$ cat config.mk
export PLATFORM = sky130hd
export DESIGN_NAME = bms_response_frame_parser_core
export DESIGN_NICKNAME = d
export VERILOG_FILES = /design/src/hw/rtl/bmsrfp_pkg.sv /design/src/hw/rtl/bmsrfp_ram.sv /design/src/hw/rtl/bmsrfp_parse.sv /design/src/hw/rtl/bmsrfp_emit.sv /design/src/hw/rtl/bms_response_frame_parser_core.sv
export SDC_FILE = /design/constraint.sdc
export NUM_CORES = 1
export LEC_CHECK = 0
export BUFFER_PORTS_ARGS = -buffer_cell sky130_fd_sc_hd__buf_4
export CAP_MARGIN = 0
export CORE_MARGIN = 4
export CORE_UTILIZATION = 45
export DETAILED_ROUTE_END_ITERATION = 10
export HOLD_SLACK_MARGIN = 0.12
export RECOVER_POWER = 25
export SLEW_MARGIN = 0
export SYNTH_ARGS = -nofsm -noshare
export SYNTH_HDL_FRONTEND = slang
export SYNTH_SLANG_ARGS = --single-unit
$ cat constraint.sdc
create_clock -name clk -period 4.8 [get_ports clk]
set_clock_uncertainty 0.2 [all_clocks]
set_input_delay 0.24 -clock clk [delete_from_list [all_inputs] [get_ports clk]]
set_output_delay 0.24 -clock clk [all_outputs]
set_load 0.05 [all_outputs]
$ cat src/hw/rtl/bmsrfp_pkg.sv
// Shared types and constants for the battery-monitor reply frame parser.
// No dependencies; imported by the parser, emitter and top-level modules of the block.
`timescale 1ns / 1ps
`default_nettype none
package bmsrfp_pkg;

    localparam int MAX_CELLS   = 16;
    localparam int BASIC_WORDS = 4;
    localparam int RAM_DEPTH   = (MAX_CELLS > BASIC_WORDS) ? MAX_CELLS : BASIC_WORDS;
    localparam int RAM_AW      = $clog2(RAM_DEPTH);
    localparam int CNT_W       = $clog2(RAM_DEPTH + 1);

    localparam logic [7:0] SOF_BYTE      = 8'hDD;
    localparam logic [7:0] EOF_BYTE      = 8'h77;
    localparam logic [7:0] REG_CELLS     = 8'h04;
    localparam logic [7:0] REG_BASIC     = 8'h03;
    localparam logic [7:0] BASIC_MIN_LEN = 8'd27;

    typedef enum logic [2:0] {
        PH_HUNT,
        PH_REG,
        PH_STATUS,
        PH_LEN,
        PH_PAYLOAD,
        PH_CHK_HI,
        PH_CHK_LO,
        PH_STOP
    } parse_phase_t;

    typedef enum logic [1:0] {
        EM_IDLE,
        EM_START,
        EM_READ,
        EM_LOAD
    } emit_state_t;

    typedef enum logic [1:0] {
        KIND_BASIC = 2'd0,
        KIND_CELL  = 2'd1,
        KIND_ERROR = 2'd2
    } kind_t;

    typedef enum logic [2:0] {
        ERR_NONE     = 3'd0,
        ERR_CHECKSUM = 3'd1,
        ERR_STOP     = 3'd2,
        ERR_REGISTER = 3'd3,
        ERR_SHORT    = 3'd4,
        ERR_TIMEOUT  = 3'd5
    } err_code_t;

    typedef struct packed {
        logic              en;
        logic [RAM_AW-1:0] addr;
        logic [15:0]       data;
    } ram_wr_t;

    typedef struct packed {
        logic             valid;
        kind_t            kind;
        err_code_t        err;
        logic [CNT_W-1:0] count;
    } frame_job_t;

    typedef struct packed {
        kind_t       kind;
        err_code_t   error_code;
        logic [3:0]  cell_index;
        logic [4:0]  cell_count;
        logic [15:0] cell_millivolts;
        logic [15:0] pack_voltage;
        logic [15:0] pack_current;
        logic [15:0] remaining_charge;
        logic [15:0] nominal_charge;
        logic        last;
    } result_t;

endpackage
`default_nettype wire

$ cat src/hw/rtl/bmsrfp_ram.sv
// Generic single-write, single-read synchronous RAM with registered read data.
// No dependencies.
`timescale 1ns / 1ps
`default_nettype none
module bmsrfp_ram #(
    parameter int DEPTH = 16,
    parameter int WIDTH = 16,
    parameter int AW    = $clog2(DEPTH)
) (
    input  wire logic             clk,
    input  wire logic             wr_en,
    input  wire logic [AW-1:0]    wr_addr,
    input  wire logic [WIDTH-1:0] wr_data,
    input  wire logic             rd_en,
    input  wire logic [AW-1:0]    rd_addr,
    output logic      [WIDTH-1:0] rd_data
);

    logic [WIDTH-1:0] mem [DEPTH];

    always_ff @(posedge clk)
    begin
        if (wr_en)
        begin
            mem[wr_addr] <= wr_data;
        end
    end

    always_ff @(posedge clk)
    begin
        if (rd_en)
        begin
            rd_data <= mem[rd_addr];
        end
    end

endmodule
`default_nettype wire

$ cat src/hw/rtl/bmsrfp_parse.sv
// Byte-level frame parser: start hunt, header, payload, checksum and stop check.
// Writes payload words into the word store and hands finished frames to the emitter.
// Depends on bmsrfp_pkg.
`timescale 1ns / 1ps
`default_nettype none
module bmsrfp_parse
    import bmsrfp_pkg::*;
(
    input  wire logic       clk,
    input  wire logic       rst_n,
    input  wire logic       accept,
    input  wire logic       cmd,
    input  wire logic [7:0] rx_byte,
    output ram_wr_t         ram_wr,
    output frame_job_t      job
);

    parse_phase_t phase_reg, phase_next;
    logic [7:0]   reg_code_reg, reg_code_next;
    logic [7:0]   len_reg, len_next;
    logic [7:0]   pos_reg, pos_next;
    logic [15:0]  sum_reg, sum_next;
    logic [15:0]  chk_reg, chk_next;
    logic [7:0]   hold_reg, hold_next;

    logic [6:0]       half_len;
    logic [6:0]       word_idx;
    logic [CNT_W-1:0] cell_cnt;
    logic [15:0]      expected;

    assign half_len = len_reg[7:1];
    assign word_idx = pos_reg[7:1];
    assign cell_cnt = (half_len > 7'(MAX_CELLS)) ? CNT_W'(MAX_CELLS) : CNT_W'(half_len);
    assign expected = ~sum_reg + 16'd1;

    always_comb
    begin
        phase_next    = phase_reg;
        reg_code_next = reg_code_reg;
        len_next      = len_reg;
        pos_next      = pos_reg;
        sum_next      = sum_reg;
        chk_next      = chk_reg;
        hold_next     = hold_reg;
        ram_wr        = '0;
        job           = '0;

        if (accept)
        begin
            if (cmd)
            begin
                if (phase_reg != PH_HUNT)
                begin
                    phase_next = PH_HUNT;
                    job.valid  = 1'b1;
                    job.kind   = KIND_ERROR;
                    job.err    = ERR_TIMEOUT;
                end
            end
            else
            begin
                unique case (phase_reg)
                    PH_HUNT:
                    begin
                        if (rx_byte == SOF_BYTE)
                        begin
                            phase_next = PH_REG;
                        end
                    end
                    PH_REG:
                    begin
                        reg_code_next = rx_byte;
                        sum_next      = '0;
                        phase_next    = PH_STATUS;
                    end
                    PH_STATUS:
                    begin
                        sum_next   = sum_reg + {8'h00, rx_byte};
                        phase_next = PH_LEN;
                    end
                    PH_LEN:
                    begin
                        sum_next   = sum_reg + {8'h00, rx_byte};
                        len_next   = rx_byte;
                        pos_next   = '0;
                        phase_next = (rx_byte == 8'h00) ? PH_CHK_HI : PH_PAYLOAD;
                    end
                    PH_PAYLOAD:
                    begin
                        sum_next = sum_reg + {8'h00, rx_byte};
                        if (!pos_reg[0])
                        begin
                            hold_next = rx_byte;
                        end
                        else
                        begin
                            ram_wr.addr = RAM_AW'(word_idx);
                            ram_wr.data = {hold_reg, rx_byte};
                            ram_wr.en   = ((reg_code_reg == REG_CELLS)
                                           && (word_idx < 7'(MAX_CELLS)))
                                       || ((reg_code_reg == REG_BASIC)
                                           && (word_idx < 7'(BASIC_WORDS)));
                        end
                        pos_next = pos_reg + 8'd1;
                        if (({1'b0, pos_reg} + 9'd1) >= {1'b0, len_reg})
                        begin
                            phase_next = PH_CHK_HI;
                        end
                    end
                    PH_CHK_HI:
                    begin
                        chk_next   = {rx_byte, 8'h00};
                        phase_next = PH_CHK_LO;
                    end
                    PH_CHK_LO:
                    begin
                        chk_next   = {chk_reg[15:8], rx_byte};
                        phase_next = PH_STOP;
                    end
                    PH_STOP:
                    begin
                        phase_next = PH_HUNT;
                        job.valid  = 1'b1;
                        job.kind   = KIND_ERROR;
                        priority if (expected != chk_reg)
                        begin
                            job.err = ERR_CHECKSUM;
                        end
                        else if (rx_byte != EOF_BYTE)
                        begin
                            job.err = ERR_STOP;
                        end
                        else if (reg_code_reg == REG_CELLS)
                        begin
                            job.kind  = KIND_CELL;
                            job.count = cell_cnt;
                            job.valid = (cell_cnt != '0);
                        end
                        else if (reg_code_reg == REG_BASIC)
                        begin
                            if (len_reg < BASIC_MIN_LEN)
                            begin
                                job.err = ERR_SHORT;
                            end
                            else
                            begin
                                job.kind = KIND_BASIC;
                            end
                        end
                        else
                        begin
                            job.err = ERR_REGISTER;
                        end
                    end
                    default:
                    begin
                        phase_next = PH_HUNT;
                    end
                endcase
            end
        end
    end

    always_ff @(posedge clk or negedge rst_n)
    begin
        if (!rst_n)
        begin
            phase_reg    <= PH_HUNT;
            reg_code_reg <= '0;
            len_reg      <= '0;
            pos_reg      <= '0;
            sum_reg      <= '0;
            chk_reg      <= '0;
            hold_reg     <= '0;
        end
        else
        begin
            phase_reg    <= phase_next;
            reg_code_reg <= reg_code_next;
            len_reg      <= len_next;
            pos_reg      <= pos_next;
            sum_reg      <= sum_next;
            chk_reg      <= chk_next;
            hold_reg     <= hold_next;
        end
    end

endmodule
`default_nettype wire

$ cat src/hw/rtl/bmsrfp_emit.sv
// Result sequencer: reads stored words back and drives the registered output item.
// Depends on bmsrfp_pkg; read port of bmsrfp_ram.
`timescale 1ns / 1ps
`default_nettype none
module bmsrfp_emit
    import bmsrfp_pkg::*;
(
    input  wire logic              clk,
    input  wire logic              rst_n,
    input  frame_job_t             job,
    output logic                   idle,
    output logic                   rd_en,
    output logic [RAM_AW-1:0]      rd_addr,
    input  wire logic [15:0]       rd_data,
    output result_t                result,
    output logic                   result_valid,
    input  wire logic              result_ready
);

    emit_state_t      state_reg, state_next;
    logic [CNT_W-1:0] idx_reg, idx_next;
    kind_t            kind_reg, kind_next;
    err_code_t        err_reg, err_next;
    logic [CNT_W-1:0] count_reg, count_next;
    logic             out_valid_reg, out_valid_next;
    result_t          out_reg, out_next;

    logic out_free;
    logic cell_last;

    assign out_free     = !out_valid_reg || result_ready;
    assign cell_last    = (idx_reg == (count_reg - CNT_W'(1)));
    assign idle         = (state_reg == EM_IDLE);
    assign result       = out_reg;
    assign result_valid = out_valid_reg;
    assign rd_addr      = idx_reg[RAM_AW-1:0];

    always_comb
    begin
        state_next     = state_reg;
        idx_next       = idx_reg;
        kind_next      = kind_reg;
        err_next       = err_reg;
        count_next     = count_reg;
        out_valid_next = out_valid_reg && !result_ready;
        out_next       = out_reg;
        rd_en          = 1'b0;

        unique case (state_reg)
            EM_IDLE:
            begin
                if (job.valid)
                begin
                    kind_next  = job.kind;
                    err_next   = job.err;
                    count_next = job.count;
                    state_next = EM_START;
                end
            end
            EM_START:
            begin
                idx_next = '0;
                if (kind_reg == KIND_ERROR)
                begin
                    if (out_free)
                    begin
                        out_next            = '0;
                        out_next.kind       = KIND_ERROR;
                        out_next.error_code = err_reg;
                        out_next.last       = 1'b1;
                        out_valid_next      = 1'b1;
                        state_next          = EM_IDLE;
                    end
                end
                else
                begin
                    state_next = EM_READ;
                end
            end
            EM_READ:
            begin
                rd_en      = 1'b1;
                state_next = EM_LOAD;
            end
            EM_LOAD:
            begin
                if (out_free)
                begin
                    if (kind_reg == KIND_CELL)
                    begin
                        out_next                 = '0;
                        out_next.kind            = KIND_CELL;
                        out_next.cell_index      = 4'(idx_reg);
                        out_next.cell_count      = 5'(count_reg);
                        out_next.cell_millivolts = rd_data;
                        out_next.last            = cell_last;
                        out_valid_next           = 1'b1;
                        idx_next                 = idx_reg + CNT_W'(1);
                        state_next               = cell_last ? EM_IDLE : EM_READ;
                    end
                    else
                    begin
                        idx_next   = idx_reg + CNT_W'(1);
                        state_next = EM_READ;
                        priority if (idx_reg == CNT_W'(0))
                        begin
                            out_next              = '0;
                            out_next.kind         = KIND_BASIC;
                            out_next.pack_voltage = rd_data;
                        end
                        else if (idx_reg == CNT_W'(1))
                        begin
                            out_next.pack_current = rd_data;
                        end
                        else if (idx_reg == CNT_W'(2))
                        begin
                            out_next.remaining_charge = rd_data;
                        end
                        else
                        begin
                            out_next.nominal_charge = rd_data;
                            out_next.last           = 1'b1;
                            out_valid_next          = 1'b1;
                            state_next              = EM_IDLE;
                        end
                    end
                end
            end
            default:
            begin
                state_next = EM_IDLE;
            end
        endcase
    end

    always_ff @(posedge clk or negedge rst_n)
    begin
        if (!rst_n)
        begin
            state_reg     <= EM_IDLE;
            idx_reg       <= '0;
            kind_reg      <= KIND_BASIC;
            err_reg       <= ERR_NONE;
            count_reg     <= '0;
            out_valid_reg <= 1'b0;
        end
        else
        begin
            state_reg     <= state_next;
            idx_reg       <= idx_next;
            kind_reg      <= kind_next;
            err_reg       <= err_next;
            count_reg     <= count_next;
            out_valid_reg <= out_valid_next;
        end
    end

    always_ff @(posedge clk)
    begin
        out_reg <= out_next;
    end

endmodule
`default_nettype wire

$ cat src/hw/rtl/bms_response_frame_parser_core.sv
// Reply frame parser top level: one received byte or timeout per input item, one per cycle
// while the input is not stalled. A stop byte or timeout that yields a result stalls the input
// while results go out: an error item is loaded in the start state, basic info after four
// word reads, cells one item per word read; output back-pressure lengthens the stall.
// Asynchronous active-low reset returns to start-byte hunt; the word store is not cleared.
// Depends on bmsrfp_pkg, bmsrfp_parse, bmsrfp_emit, bmsrfp_ram.
`timescale 1ns / 1ps
`default_nettype none
module bms_response_frame_parser_core
    import bmsrfp_pkg::*;
(
    input  wire logic        clk,
    input  wire logic        rst_n,
    input  wire logic        s_axis_tvalid,
    output logic             s_axis_tready,
    input  wire logic [7:0]  s_axis_tdata,   // rx_byte
    input  wire logic        s_axis_tuser,   // cmd
    output logic             m_axis_tvalid,
    input  wire logic        m_axis_tready,
    output logic [95:0]      m_axis_tdata,   // error_code, cell_index, cell_count,
                                             // cell_millivolts, pack_voltage,
                                             // pack_current, remaining_charge,
                                             // nominal_charge, zero pad
    output logic [1:0]       m_axis_tuser,   // kind
    output logic             m_axis_tlast
);

    ram_wr_t           ram_wr;
    frame_job_t        job;
    logic              emit_idle;
    logic              rd_en;
    logic [RAM_AW-1:0] rd_addr;
    logic [15:0]       rd_data;
    result_t           res;
    logic              accept;

    assign s_axis_tready = emit_idle;
    assign accept        = s_axis_tvalid && s_axis_tready;

    bmsrfp_parse u_parse (
        .clk     (clk),
        .rst_n   (rst_n),
        .accept  (accept),
        .cmd     (s_axis_tuser),
        .rx_byte (s_axis_tdata),
        .ram_wr  (ram_wr),
        .job     (job)
    );

    bmsrfp_ram #(
        .DEPTH (RAM_DEPTH),
        .WIDTH (16),
        .AW    (RAM_AW)
    ) u_ram (
        .clk     (clk),
        .wr_en   (ram_wr.en),
        .wr_addr (ram_wr.addr),
        .wr_data (ram_wr.data),
        .rd_en   (rd_en),
        .rd_addr (rd_addr),
        .rd_data (rd_data)
    );

    bmsrfp_emit u_emit (
        .clk          (clk),
        .rst_n        (rst_n),
        .job          (job),
        .idle         (emit_idle),
        .rd_en        (rd_en),
        .rd_addr      (rd_addr),
        .rd_data      (rd_data),
        .result       (res),
        .result_valid (m_axis_tvalid),
        .result_ready (m_axis_tready)
    );

    assign m_axis_tdata = {4'b0000, res.nominal_charge, res.remaining_charge,
                           res.pack_current, res.pack_voltage, res.cell_millivolts,
                           res.cell_count, res.cell_index, res.error_code};
    assign m_axis_tuser = res.kind;
    assign m_axis_tlast = res.last;

endmodule
`default_nettype wire

==> results.md <==
- CTS tree: built
- Number of global-route vias before repair: 10,494
- Reg with most FFs: u_ram.mem
- Relative area change from synthesis to final layout: 14.9%
- DR iter-0 viols: 939
- Largest register FFs: 256
- Final period demand of the worst path: 4060 ps
- Final Setup Violations: 0
- R2R Setup Slk: 740 ps
- Clock latency on the worst-skew pair: 580 ps
- Chip Width: 213 um
- Type of the setup path with the least slack: flop to flop
- Violated checks: max-capacitance violations, max-slew violations
- Initial standard-cell utilization of the core: 45.9%
- Post-detailed-placement half-perimeter wirelength: 27.7 mm
- Critical Path AT: 4050 ps
- Number of cells in the finished layout apart from fillers: 1,887
- Hold Fails Final Rpt: 0
- Worst min-delay path category: flop to flop
- Origin of the critical flop-to-flop path: u_emit.state_reg[1]
- Buffer depth of the longest clock path: 3
- First-pass iteration count of the detailed router: 5
- Category of the worst setup path launch point: flop
- Count of flip-flops with a built-in enable after synthesis: 367
- Dominant register cell in the synthesized netlist: edfxtp_1
- Fraction of the cycle the final worst path needs: 84.6%
- Worst reg-to-reg path cell count: 7
- Adder and majority cell fraction of the synthesized area: 1.89%
- Clock Sink Count: 452
- Number of hold buffers added after CTS: 17
- Seq cells post-synth: 452
- GR Overflow Total: 0
- Count of pins over their slew limit: 79
- Global-route wire length before repair: 64.3 mm
- Number of instances in the placed design: 1,783
- Num ports: 114
- Average wire length per cell after detail routing: 22.2 um
- Fraction of final layout cells sized beyond drive strength 1: 17.6%
- Core outline area: 41,200 um2
- Detailed-route vias per instance: 5.51
- Post-Synthesis Cell Area: 18,900 um2
- Via count of the routed design: 10,397
- Yosys Warn Count: 0
- Port bufs: 109
- Top achievable clock speed: 246 MHz
- Count of inserted antenna diode cells: 0
- Share of synthesized registers carrying an async set or reset: 18.8%
- Sort of element at the end of the critical path: flop
- Clock Root Buffer: clkbuf_16
- Die Y: 213 um
- Hold Crit Depth: 2
- Min-Delay Endpoint: u_parse.reg_code_reg[4]
- Synth Area per Inst: 16.2 um2
- Netlist cell types: 74
- Tightest Pin Transition: 1560 ps
- Post-Synthesis Cells: 1,169
- Detailed Route WL: 41.8 mm
- Sequential area share after synthesis: 69.6%
- Level count of the clock H-tree: 2
- Total negative setup slack: 0 ps
- Simple-gate share of the synthesized area: 9.37%
- Post-CTS setup buffer count: 0
- Post-synthesis compound-gate area fraction: 4.39%
- Static Leakage: 0.00758 uW
- Source of the worst hold timing path: u_parse.reg_code_reg[4]
- Count of standard-cell rows: 74
- Power per cell area: 549 nW/um2
- Total die area: 45,300 um2
- Critical path data required time: 4790 ps
- Worst ir drop on vdd: 0.250 mV
- Result of the run: complete, but fails checks
- XOR/XNOR share of the synthesized area: 1.81%
- Headroom to the max-slew limit: -3.78%
- Maximum number of pins on one net before global-route repair: 67
- Num CTS Buffers: 47
- Capturing point of the worst reg2reg path: u_ram.mem[11][15]
- Count of nets after finishing: 1,358
- Cts repair resizes: 0
- Max Cap Viol: 2
- Number of design rule violations left after detail routing: 0
- Antenna violations before repair: 2
- Clock slew seen by the registers of the worst setup and hold paths: 60 ps
- Routability Congestion: 0.852
- Mux cell area share after synthesis: 11.1%
- Largest family of logic cells by synthesized area: multiplexers
- Unrepaired setup endpoints after global routing: false
- Antenna viol nets, final: 0
- Global-route total usage across every layer: 18.7%
- Peak fanout along the critical path: 26
==> worst max-delay path, cell delays in order, from the launching register on <==
cell     delay (ps)
dfrtp_1         500
or4b_4          730
nor2_8          350
nand2_2         110
or4_1           450
a21oi_2         180
nand4_1         270
nor2_2          870
==> metal layers <==
metal | vias up | routed length [um] | global-route usage, %
li1 | 4800 | - | -
met1 | 5206 | 19000 | 27.6
met2 | 326 | 19300 | 28.9
met3 | 65 | 2470 | 3.47
met4 | 0 | 1020 | 5.29
met5 | - | 0 | 0
==> cell type report <==
cell class | instances | area, um2
multi-input combinational | 636 | 5460
timing repair buffer | 151 | 788
fill | 3408 | 19500
sequential | 452 | 13200
clock buffer | 59 | 1260
tap | 532 | 666
inverter | 29 | 109
clock inverter | 28 | 279
==> worst max-delay path by stage <==
stage                              startpoint           endpoint  slack, ps
after floorplan             u_emit.idx_reg[0]  u_emit.result[49]        550
after CTS                 u_emit.state_reg[1]  u_ram.mem[11][15]        720
after global routing      u_emit.state_reg[1]  u_ram.mem[11][15]        500
after global placement    u_emit.state_reg[1]   u_ram.mem[11][4]        940
after detailed placement  u_emit.state_reg[1]   u_ram.mem[11][8]        720
final                     u_emit.state_reg[1]  u_ram.mem[11][15]        740
==> kinds of logic after synthesis <==
family	count (synthesis)
buf+inv	84
compound gates	123
mux	106
simple gates	336
fa+ha+maj	28
other cells	1
flops	452
xor+xnor	39
==> Yosys cell counts, types with 6 or more instances <==
library cell  count  share of area (%)
buf_2             6               0.16
nand3_1          35               0.93
ha_1             27                1.8
edfxtp_1        367                 58
o21ai_0          34               0.90
buf_1             7               0.14
nor2_1           64                1.3
a22o_1           10               0.46
a21oi_1          19               0.50
nand2b_1         12               0.40
and2_1           56                1.9
and3_1           17               0.56
nand2_1          72                1.4
dfrtp_1          85                 11
xnor2_1          20               0.93
or2_2             8               0.26
a31oi_1           8               0.26
nor4_1            7               0.23
nor3_1           18               0.48
xor2_1           19               0.88
mux2_2           24                1.4
nand4_1          11               0.36
inv_1            29               0.58
clkbuf_1         36               0.72
mux4_2           80                9.5
==> layout by cell type, fill, tap and decap left out, types with 7 or more instances in the layout <==
cell / Yosys / layout
clkbuf_16: 0 / 48
o21ai_0: 34 / 35
a22o_1: 10 / 10
nor2_1: 64 / 53
clkinv_1: 0 / 12
buf_4: 4 / 32
nor2_2: 1 / 11
nor4_1: 7 / 7
and3_1: 17 / 17
inv_1: 29 / 29
dfrtp_1: 85 / 83
nor3_1: 18 / 18
xnor2_1: 20 / 20
ha_1: 27 / 27
nand4_1: 11 / 11
a21oi_1: 19 / 17
nand2_1: 72 / 72
mux4_2: 80 / 80
a31oi_1: 8 / 7
xor2_1: 19 / 19
nand3_1: 35 / 35
edfxtp_1: 367 / 367
mux2_2: 24 / 24
clkbuf_1: 36 / 111
dlygate4sd3_1: 0 / 16
and2_1: 56 / 48
or2_2: 8 / 7
and2_0: 1 / 9
nand2b_1: 12 / 12
==> stage by stage <==
step | power, uW | setup WS (ps) | hold WS [ps] | cell area, um2 | utilization [%]
finish | 11900 | 741 | 277 | 21700 | 52.7
detailed placement | 8640 | 725 | -17.0 | 20400 | 49.5
floorplan | 7690 | 551 | -256 | 18900 | -
global placement | 8590 | 943 | -24.0 | 20400 | 49.5
global route | 12500 | 497 | 306 | 21700 | 52.7
CTS | 12300 | 718 | 278 | 22100 | 53.7
==> report_power, final <==
part	internal, uW	leakage (uW)	switching (uW)
clock network	2130	0.000749	1470
registers	4860	0.00452	434
logic	902	0.00231	2140
total	7890	0.00758	4040
No activity file was read; power rests on OpenSTA's default activity.
